## src/design/pcps_pkg.sv

```systemverilog
package pcps_pkg;

  localparam int unsigned TABLE_SIZE = 16;
  localparam int unsigned IDX_W      = (TABLE_SIZE > 1) ? $clog2(TABLE_SIZE) : 1;
  localparam int unsigned CNT_W      = $clog2(TABLE_SIZE + 1);
  localparam int unsigned CFG_IDX_W  = 3;
  localparam int unsigned MOM_BITS   = 16;

  typedef enum logic [3:0] {
    MODE_TICK        = 4'd0,
    MODE_SAMPLE      = 4'd1,
    MODE_SET_PUB     = 4'd2,
    MODE_CONFIGURE   = 4'd3,
    MODE_ENABLE      = 4'd4,
    MODE_DISABLE     = 4'd5,
    MODE_TOGGLE      = 4'd6,
    MODE_PURGE       = 4'd7,
    MODE_PURGE_ALL   = 4'd8,
    MODE_DEFAULT     = 4'd9,
    MODE_DEFAULT_ALL = 4'd10
  } mode_e;

  typedef enum logic [CFG_IDX_W-1:0] {
    REG_ENTRY_COUNT = 3'd0,
    REG_MOM_MASK    = 3'd1,
    REG_OFF_PERIOD  = 3'd2,
    REG_PRESS       = 3'd3,
    REG_RELEASE     = 3'd4
  } cfg_reg_e;

  typedef struct packed {
    logic [15:0] period;
    logic [7:0]  flags;
    logic [31:0] current;
    logic [31:0] published;
    logic [31:0] last_time;
    logic        dirty;
  } entry_t;

  typedef struct packed {
    logic [15:0] off_period;
    logic [31:0] press_value;
    logic [31:0] release_value;
  } filt_cfg_t;

endpackage

```

## src/design/pcps_ram.sv

```systemverilog
module pcps_ram #(
  parameter int unsigned Width = 8,
  parameter int unsigned Depth = 16
) (
  input  logic                                       clk_i,
  input  logic                                       we_i,
  input  logic [((Depth > 1) ? $clog2(Depth) : 1)-1:0] waddr_i,
  input  logic [Width-1:0]                           wdata_i,
  input  logic [((Depth > 1) ? $clog2(Depth) : 1)-1:0] raddr_i,
  output logic [Width-1:0]                           rdata_o
);

  logic [Width-1:0] mem [Depth];

  always_ff @(posedge clk_i) begin
    if (we_i) begin
      mem[waddr_i] <= wdata_i;
    end
    rdata_o <= mem[raddr_i];
  end

endmodule

```

## src/design/pcps_update.sv

```systemverilog
module pcps_update (
  input  pcps_pkg::entry_t    entry_i,
  input  pcps_pkg::mode_e     mode_i,
  input  pcps_pkg::filt_cfg_t cfg_i,
  input  logic                momentary_i,
  input  logic [31:0]         data_i,
  input  logic [31:0]         time_i,
  input  logic [15:0]         period_i,
  input  logic [7:0]          flags_i,
  output pcps_pkg::entry_t    entry_o,
  output logic                due_o
);
  import pcps_pkg::*;

  logic [31:0] elapsed;
  logic        timing_ok;
  logic        filter_ok;
  logic        is_press;
  logic        is_release;
  logic        same_pub;

  assign elapsed    = time_i - entry_i.last_time;
  assign is_press   = (entry_i.current == cfg_i.press_value);
  assign is_release = (entry_i.current == cfg_i.release_value);
  assign same_pub   = (entry_i.current == entry_i.published);

  always_comb begin
    timing_ok = entry_i.flags[0] && (entry_i.period != cfg_i.off_period) &&
                (elapsed >= 32'(entry_i.period));
    // A momentary input only goes out on press or release, and a repeated
    // release is held back.
    if (momentary_i) begin
      filter_ok = (is_press || is_release) && !(is_release && same_pub);
    end else begin
      filter_ok = !(entry_i.flags[1] && same_pub);
    end
    due_o = timing_ok && filter_ok;
  end

  always_comb begin
    entry_o = entry_i;
    unique case (mode_i)
      MODE_TICK: begin
        entry_o.last_time = time_i;
        entry_o.published = entry_i.current;
      end
      MODE_SAMPLE:  entry_o.current = data_i;
      MODE_SET_PUB: entry_o.published = data_i;
      MODE_CONFIGURE: begin
        entry_o.period = period_i;
        entry_o.flags  = flags_i;
        entry_o.dirty  = 1'b1;
      end
      MODE_ENABLE: begin
        entry_o.flags[0] = 1'b1;
        entry_o.dirty    = 1'b1;
      end
      MODE_DISABLE: begin
        entry_o.flags[0] = 1'b0;
        entry_o.dirty    = 1'b1;
      end
      MODE_TOGGLE: begin
        entry_o.flags[0] = ~entry_i.flags[0];
        entry_o.dirty    = 1'b1;
      end
      MODE_PURGE, MODE_PURGE_ALL: begin
        entry_o.period    = '0;
        entry_o.current   = '0;
        entry_o.published = '0;
        entry_o.dirty     = 1'b1;
      end
      MODE_DEFAULT, MODE_DEFAULT_ALL: begin
        entry_o.period    = cfg_i.off_period;
        entry_o.flags     = '0;
        entry_o.current   = '0;
        entry_o.published = '0;
        entry_o.dirty     = 1'b1;
      end
      default: entry_o = entry_i;
    endcase
  end

endmodule

```

## src/design/periodic_change_publish_scheduler.sv

```systemverilog
// Channel   | Direction | Transfer condition
// ----------+-----------+------------------------------------------------
// command   | in        | start_i high while busy_o low
// result    | out       | done_o high for one cycle, always taken
// config    | in        | cfg_valid_i and cfg_ready_o both high
//
// All entry state sits in one synchronous RAM with one read and one write port.
// A single-entry op reads, updates and writes back its entry; a tick or bulk op
// visits one entry per cycle, set by the single RAM read port, and a tick stops
// at the first entry that is due to publish.
// Reset clears the entry valid bits at once, so no clearing pass is needed.
// The result receiver cannot stall; a new command may start in the cycle of
// the result strobe.
module periodic_change_publish_scheduler (
  input  logic                           clk_i,
  input  logic                           rst_ni,
  input  logic                           start_i,
  output logic                           busy_o,
  input  logic [3:0]                     mode_i,
  input  logic [5:0]                     entry_index_i,
  input  logic [31:0]                    data_value_i,
  input  logic [31:0]                    time_ms_i,
  input  logic [15:0]                    new_period_i,
  input  logic [7:0]                     new_flags_i,
  input  logic                           cfg_valid_i,
  output logic                           cfg_ready_o,
  input  logic [pcps_pkg::CFG_IDX_W-1:0] cfg_index_i,
  input  logic [31:0]                    cfg_data_i,
  output logic                           done_o,
  output logic                           accepted_o,
  output logic                           publish_ready_o,
  output logic [5:0]                     publish_index_o,
  output logic [31:0]                    publish_value_o,
  output logic                           entry_dirty_o
);
  import pcps_pkg::*;

  typedef enum logic [1:0] {
    S_IDLE,
    S_SINGLE,
    S_SCAN,
    S_BULK
  } state_e;

  state_e            state_q;
  mode_e             mode_q;
  mode_e             mode_in;
  logic [31:0]       data_q;
  logic [31:0]       time_q;
  logic [15:0]       nper_q;
  logic [7:0]        nflags_q;
  logic [CNT_W-1:0]  n_q;
  logic [CNT_W-1:0]  n_cur;
  logic [CNT_W-1:0]  rd_ptr_q;
  logic [IDX_W-1:0]  ent_ptr_q;

  logic [4:0]        entry_count_q;
  logic [15:0]       mom_mask_q;
  filt_cfg_t         cfg_q;

  logic [TABLE_SIZE-1:0] valid_q;
  logic                  vld_rd_q;

  logic              ram_we;
  logic [IDX_W-1:0]  ram_raddr;
  entry_t            ram_rdata;
  entry_t            rd_entry;
  entry_t            new_entry;
  logic              due;
  logic              momentary;
  logic              idx_ok;
  logic              cfg_idx_ok;
  logic              single_ok;
  logic              last_entry;

  logic              done_q;
  logic              acc_q;
  logic              pub_rdy_q;
  logic [5:0]        pub_idx_q;
  logic [31:0]       pub_val_q;
  logic              dirty_q;

  assign cfg_ready_o     = 1'b1;
  assign busy_o          = (state_q != S_IDLE);
  assign done_o          = done_q;
  assign accepted_o      = acc_q;
  assign publish_ready_o = pub_rdy_q;
  assign publish_index_o = pub_idx_q;
  assign publish_value_o = pub_val_q;
  assign entry_dirty_o   = dirty_q;

  always_ff @(posedge clk_i or negedge rst_ni) begin
    if (!rst_ni) begin
      entry_count_q       <= 5'd16;
      mom_mask_q          <= '0;
      cfg_q.off_period    <= '0;
      cfg_q.press_value   <= 32'd1;
      cfg_q.release_value <= '0;
    end else if (cfg_valid_i && cfg_ready_o) begin
      unique case (cfg_reg_e'(cfg_index_i))
        REG_ENTRY_COUNT: entry_count_q       <= cfg_data_i[4:0];
        REG_MOM_MASK:    mom_mask_q          <= cfg_data_i[15:0];
        REG_OFF_PERIOD:  cfg_q.off_period    <= cfg_data_i[15:0];
        REG_PRESS:       cfg_q.press_value   <= cfg_data_i;
        REG_RELEASE:     cfg_q.release_value <= cfg_data_i;
        default: ;
      endcase
    end
  end

  always_comb begin
    mode_in = mode_e'(mode_i);
    if (32'(entry_count_q) > 32'(TABLE_SIZE)) begin
      n_cur = CNT_W'(TABLE_SIZE);
    end else begin
      n_cur = CNT_W'(entry_count_q);
    end
    idx_ok     = (32'(entry_index_i) < 32'(TABLE_SIZE));
    cfg_idx_ok = idx_ok && (32'(entry_index_i) < 32'(n_cur));
    unique case (mode_in)
      MODE_SAMPLE, MODE_SET_PUB, MODE_ENABLE, MODE_DISABLE,
      MODE_TOGGLE, MODE_PURGE, MODE_DEFAULT: single_ok = idx_ok;
      MODE_CONFIGURE:                        single_ok = cfg_idx_ok;
      default:                               single_ok = 1'b0;
    endcase
  end

  // Entries never written since reset read as zero.
  assign rd_entry   = vld_rd_q ? ram_rdata : '0;
  assign momentary  = (32'(ent_ptr_q) < 32'(MOM_BITS)) && mom_mask_q[4'(ent_ptr_q)];
  assign last_entry = (rd_ptr_q == n_q);

  always_comb begin
    if (state_q == S_IDLE) begin
      ram_raddr = single_ok ? entry_index_i[IDX_W-1:0] : '0;
    end else begin
      ram_raddr = rd_ptr_q[IDX_W-1:0];
    end
    ram_we = (state_q == S_SINGLE) || (state_q == S_BULK) ||
             ((state_q == S_SCAN) && due);
  end

  pcps_ram #(
    .Width($bits(entry_t)),
    .Depth(TABLE_SIZE)
  ) u_ram (
    .clk_i  (clk_i),
    .we_i   (ram_we),
    .waddr_i(ent_ptr_q),
    .wdata_i(new_entry),
    .raddr_i(ram_raddr),
    .rdata_o(ram_rdata)
  );

  pcps_update u_update (
    .entry_i    (rd_entry),
    .mode_i     (mode_q),
    .cfg_i      (cfg_q),
    .momentary_i(momentary),
    .data_i     (data_q),
    .time_i     (time_q),
    .period_i   (nper_q),
    .flags_i    (nflags_q),
    .entry_o    (new_entry),
    .due_o      (due)
  );

  always_ff @(posedge clk_i or negedge rst_ni) begin
    if (!rst_ni) begin
      valid_q  <= '0;
      vld_rd_q <= 1'b0;
    end else begin
      vld_rd_q <= valid_q[ram_raddr];
      if (ram_we) begin
        valid_q[ent_ptr_q] <= 1'b1;
      end
    end
  end

  always_ff @(posedge clk_i or negedge rst_ni) begin
    if (!rst_ni) begin
      state_q   <= S_IDLE;
      mode_q    <= MODE_TICK;
      data_q    <= '0;
      time_q    <= '0;
      nper_q    <= '0;
      nflags_q  <= '0;
      n_q       <= '0;
      rd_ptr_q  <= '0;
      ent_ptr_q <= '0;
      done_q    <= 1'b0;
      acc_q     <= 1'b0;
      pub_rdy_q <= 1'b0;
      pub_idx_q <= '0;
      pub_val_q <= '0;
      dirty_q   <= 1'b0;
    end else begin
      done_q <= 1'b0;
      unique case (state_q)
        S_IDLE: begin
          if (start_i) begin
            mode_q    <= mode_in;
            data_q    <= data_value_i;
            time_q    <= time_ms_i;
            nper_q    <= new_period_i;
            nflags_q  <= new_flags_i;
            n_q       <= n_cur;
            rd_ptr_q  <= CNT_W'(1);
            ent_ptr_q <= single_ok ? entry_index_i[IDX_W-1:0] : '0;
            acc_q     <= 1'b0;
            pub_rdy_q <= 1'b0;
            pub_idx_q <= '0;
            pub_val_q <= '0;
            dirty_q   <= 1'b0;
            unique case (mode_in)
              MODE_TICK, MODE_PURGE_ALL, MODE_DEFAULT_ALL: begin
                if (n_cur == '0) begin
                  done_q <= 1'b1;
                  acc_q  <= 1'b1;
                end else if (mode_in == MODE_TICK) begin
                  state_q <= S_SCAN;
                end else begin
                  state_q <= S_BULK;
                end
              end
              default: begin
                if (single_ok) begin
                  state_q <= S_SINGLE;
                end else begin
                  done_q <= 1'b1;
                end
              end
            endcase
          end
        end
        S_SINGLE: begin
          done_q  <= 1'b1;
          acc_q   <= 1'b1;
          dirty_q <= new_entry.dirty;
          state_q <= S_IDLE;
        end
        S_SCAN: begin
          if (due) begin
            done_q    <= 1'b1;
            acc_q     <= 1'b1;
            pub_rdy_q <= 1'b1;
            pub_idx_q <= 6'(ent_ptr_q);
            pub_val_q <= rd_entry.current;
            dirty_q   <= rd_entry.dirty;
            state_q   <= S_IDLE;
          end else if (last_entry) begin
            done_q  <= 1'b1;
            acc_q   <= 1'b1;
            state_q <= S_IDLE;
          end else begin
            ent_ptr_q <= rd_ptr_q[IDX_W-1:0];
            rd_ptr_q  <= rd_ptr_q + CNT_W'(1);
          end
        end
        S_BULK: begin
          if (last_entry) begin
            done_q  <= 1'b1;
            acc_q   <= 1'b1;
            state_q <= S_IDLE;
          end else begin
            ent_ptr_q <= rd_ptr_q[IDX_W-1:0];
            rd_ptr_q  <= rd_ptr_q + CNT_W'(1);
          end
        end
        default: state_q <= S_IDLE;
      endcase
    end
  end

endmodule

```

## config.mk

```make
export PLATFORM = sky130hd
export DESIGN_NAME = periodic_change_publish_scheduler
export DESIGN_NICKNAME = d
export VERILOG_FILES = /design/src/design/pcps_pkg.sv /design/src/design/pcps_ram.sv /design/src/design/pcps_update.sv /design/src/design/periodic_change_publish_scheduler.sv
export SDC_FILE = /design/constraint.sdc
export NUM_CORES = 2
export LEC_CHECK = 0
export ABC_AREA = 1
export BUFFER_PORTS_ARGS = -buffer_cell sky130_fd_sc_hd__buf_4
export CAP_MARGIN = 20
export CELL_PAD_IN_SITES_DETAIL_PLACEMENT = 0
export CELL_PAD_IN_SITES_GLOBAL_PLACEMENT = 2
export CORE_AREA = 4 4 565 567
export CTS_CLUSTER_DIAMETER = 40
export DETAILED_ROUTE_END_ITERATION = 10
export DIE_AREA = 0 0 569 571
export GPL_ROUTABILITY_DRIVEN = 1
export PLACE_DENSITY_LB_ADDON = 0.15
export SYNTH_ARGS = -nofsm -noshare
export SYNTH_HDL_FRONTEND = slang
export SYNTH_SLANG_ARGS = --single-unit
```

## constraint.sdc

```tcl
create_clock -name clk_i -period 9.1 [get_ports clk_i]
set_input_delay 0.91 -clock clk_i [delete_from_list [all_inputs] [get_ports clk_i]]
set_output_delay 0.91 -clock clk_i [all_outputs]
set_load 0.01 [all_outputs]
```

==> results.json <==
{
  "outcome": "finished, final reports clean",
  "tritoncts": "yes",
  "grt_max_degree": 212,
  "antenna_left": 0,
  "ys_top_cells_by_count": "edfxtp_1 (1840), nand2_1 (1558), inv_1 (869)",
  "synth_top_area_frac": 0.589,
  "synth-seq-area-share": 0.683,
  "dp_slack_ps": 2340,
  "period_minus_slack_ps": 6600,
  "hold_violations": 0,
  "clockBufferDepth": 4,
  "fmaxAchievable_mhz": 151,
  "yosys_warnings": 0,
  "synthDistinctLibCells": 49,
  "synth.most_common_cell": "edfxtp_1",
  "clock_sinks": 2215,
  "peakVddDrop_v": 0.000404,
  "numCtsBuffers": 418,
  "rsz0062_at_grt": "no",
  "placed_cell_area_sq_um": 100000,
  "dieArea_sq_um": 325000,
  "multi_input_area_sq_um": 24400,
  "path_clk_slew_ps": 50,
  "fillers": 30600,
  "initial_utilization": 0.299,
  "nets": 8870,
  "cts_max_level": 5,
  "drt-vias-per-instance": 4.81,
  "overflow": 0,
  "cts_hold_buffers": 0,
  "wl_met3_microns": 16600,
  "async_flop_share": 0.117,
  "top_layer": "met4",
  "detail_route.wl_per_cell_microns": 23.7,
  "first_pass_iters": 6,
  "die_y_microns": 571,
  "final_area_sq_um": 115000,
  "pwr-share-seq": 0.303,
  "seq_area_sq_um": 64100,
  "crit_fanout": 47,
  "setup_viol": 0,
  "place_congestion": 0.770,
  "p_leak_nw": 44.3,
  "synth_largest_area_cell": "edfxtp_1",
  "dp_hpwl_microns": 170000,
  "crit_type": "flip-flop to flip-flop",
  "drive_gt1_frac": 0.161,
  "grt_use_total": 0.188,
  "worstSetupStartpointType": "flip-flop",
  "drv_slew": 0,
  "switchingPower_mw": 20.2,
  "dr_wl_met2_microns": 137000,
  "powerDensity_nw_per_um2": 439,
  "synth_edf_count": 1840,
  "synth_area_leaders": "edfxtp_1 (59%), dfrtp_1 (6.9%), nand2_1 (6.2%)",
  "p_int_mw": 30.5,
  "synth_area_sq_um": 93800,
  "p_clk_frac": 0.318,
  "wl_microns": 313000,
  "synthFlopType": "edfxtp_1",
  "finalClockSkew_ps": 74.9,
  "crit_required_ps": 9620,
  "p_sw_frac": 0.398,
  "fin_tns_setup_ps": 0,
  "cts_setup_buffers": 0,
  "ctsResizeCount": 0,
  "rows": 206,
  "grt_pass1_wl_microns": 449000,
  "finalCritPeriodShare": 0.726,
  "comb_power_share": 0.379,
  "synthCells": 8341,
  "drt-met1-wl_microns": 155000,
  "clock_latency_ps": 940,
  "syn_avg_cell_area_sq_um": 11.2,
  "antenna_found_initial": 16,
  "core_area_sq_um": 314000,
  "remaining_drc_errors": 0,
  "r2r_cells": 25,
  "ys_ff_latch": 2215,
  "grt_pass1_vias": 61600,
  "hold_path.class": "input port to async pin",
  "worst_pin_slew_ps": 1280,
  "die_width_microns": 569,
  "end_kind": "flip-flop",
  "cts_root_buf": "clkbuf_16",
  "detail_route.iter0.violations": 5154,
  "port_buffers": 171,
  "slew-limit-headroom": 0.145,
  "ioPinCount": 181,
  "vias": 63500,
  "drv_cap": 0,
  "utilization": 0.367,
  "critPathArrivalTime_ps": 7120,
  "area_delta_synth_final_pct": 23.1,
  "worst_slack_ps": 2500,
  "hold_slack_ps": 37.3
}
## critical path: stages (launching register included)
cell     delay, ps
dfrtp_4       1020
nand2_1        230
ha_1           450
nand2_1        150
nor2_1         250
inv_1           70
nor2_1         130
nand2_1         60
nand3_1        140
xor2_1         110
ha_1           300
inv_1           50
nor3_1         200
nor3_1          70
nand2_1        120
nand2_1         70
nand3_1         70
nor2_1          40
nand2_1         50
nor2_1          40
nand2_1        160
nand3_2        150
nand2_1        290
nand2_1        410
nor2_4         770
buf_4          630
## state kept, by name, summed over array words and instances (netlist names)
name / cells
publish_index_o: 4
vld_rd_q: 1
publish_value_o: 32
ent_ptr_q: 4
time_q: 32
mode_q: 4
u_ram.rdata_o: 115
nflags_q: 2
valid_q: 16
rd_ptr_q: 5
mom_mask_q: 16
entry_count_q: 5
n_q: 5
entry_dirty_o: 1
u_ram.mem: 1840
accepted_o: 1
state_q: 2
done_o: 1
cfg_q: 80
publish_ready_o: 1
data_q: 32
nper_q: 16
## placed cells by master (no fill, tap or decap), types with 12 or more instances in the layout
| cell type | n |
|---|---|
| buf_12 | 46 |
| inv_6 | 12 |
| clkbuf_8 | 27 |
| clkinvlp_4 | 53 |
| buf_4 | 331 |
| o21ai_1 | 47 |
| clkinv_4 | 23 |
| nor2_4 | 18 |
| o21ai_2 | 30 |
| or2_2 | 237 |
| a21oi_1 | 156 |
| bufinv_16 | 65 |
| xnor2_1 | 28 |
| ha_1 | 59 |
| clkbuf_1 | 57 |
| o211ai_1 | 447 |
| clkbuf_16 | 428 |
| o22ai_1 | 34 |
| o21ai_0 | 800 |
| nand2_1 | 1554 |
| clkinv_1 | 25 |
| a32oi_1 | 13 |
| a21oi_2 | 14 |
| dfxtp_1 | 115 |
| nor2_1 | 379 |
| nand2_2 | 30 |
| clkinv_2 | 83 |
| nand3_1 | 742 |
| o221ai_1 | 31 |
| nand4_1 | 26 |
| edfxtp_1 | 1840 |
| xor2_1 | 51 |
| inv_1 | 868 |
| dfrtp_1 | 257 |
## logic make-up (layout without fill, tap and decap cells)
kind of cell	after synthesis	after routing	synth area share
adder cells (fa/ha/maj)	60	60	0.00808
flip-flops	2215	2215	0.683
AND/OR/NAND/NOR	3032	3032	0.140
XOR/XNOR	79	79	0.00738
AO/OA/AOI/OAI	1596	1596	0.101
buffers and inverters	1357	2058	0.0598
other	2	6	0.0000801
## metal layers
layer / vias up / track usage
met5: - / 0
li1: 29800 / -
met2: 1598 / 0.284
met4: 0 / 0.0357
met1: 31600 / 0.284
met3: 376 / 0.0304
## layout make-up
cell class,instances,area share
clock buffers,512,0.0979
clock inverters,278,0.0306
repair buffers,387,0.0309
flip-flops and latches,2215,0.555
diodes,3,0.0000650
well taps,4160,0.0451
inverters,881,0.0290
multi-input cells,4770,0.211
## stage by stage
step / instances / total power, mW
2_1_floorplan: 8342 / 27.2
3_3_place_gp: 12400 / 34.6
3_5_place_dp: 12400 / 34.7
4_1_cts: 13200 / 51.1
5_1_grt: 13200 / 53.8
6_report: 13200 / 50.7
## worst paths after layout
| kind | start | end | slack [ps] |
|---|---|---|---|
| worst max-delay path | vld_rd_q$_DFF_PN0_ | u_ram.mem[12][23]$_DFFE_PP_ | 2500 |
| worst min-delay path | rst_ni | time_q[31]$_DFFE_PN0P_ | 40 |
| worst max register to register | vld_rd_q$_DFF_PN0_ | u_ram.mem[12][23]$_DFFE_PP_ | 2500 |
| worst min register to register | valid_q[11]$_DFFE_PN0N_ | valid_q[11]$_DFFE_PN0N_ | 460 |
| max in group asynchronous | rst_ni | data_q[14]$_DFFE_PN0P_ | 7230 |
| min in group clk_i | new_flags_i[1] | nflags_q[1]$_DFFE_PN0P_ | 180 |
## power by group through the flow
stage / registers (mW) / clock network [mW] / logic (mW)
2_1_floorplan: 15.4 / 0 / 11.8
3_3_place_gp: 15.6 / 0 / 19.0
3_5_place_dp: 15.6 / 0 / 19.1
4_1_cts: 15.4 / 16.4 / 19.2
5_1_grt: 15.5 / 17.0 / 21.4
6_report: 15.4 / 16.1 / 19.2
No activity file was read; power rests on OpenSTA's default activity.
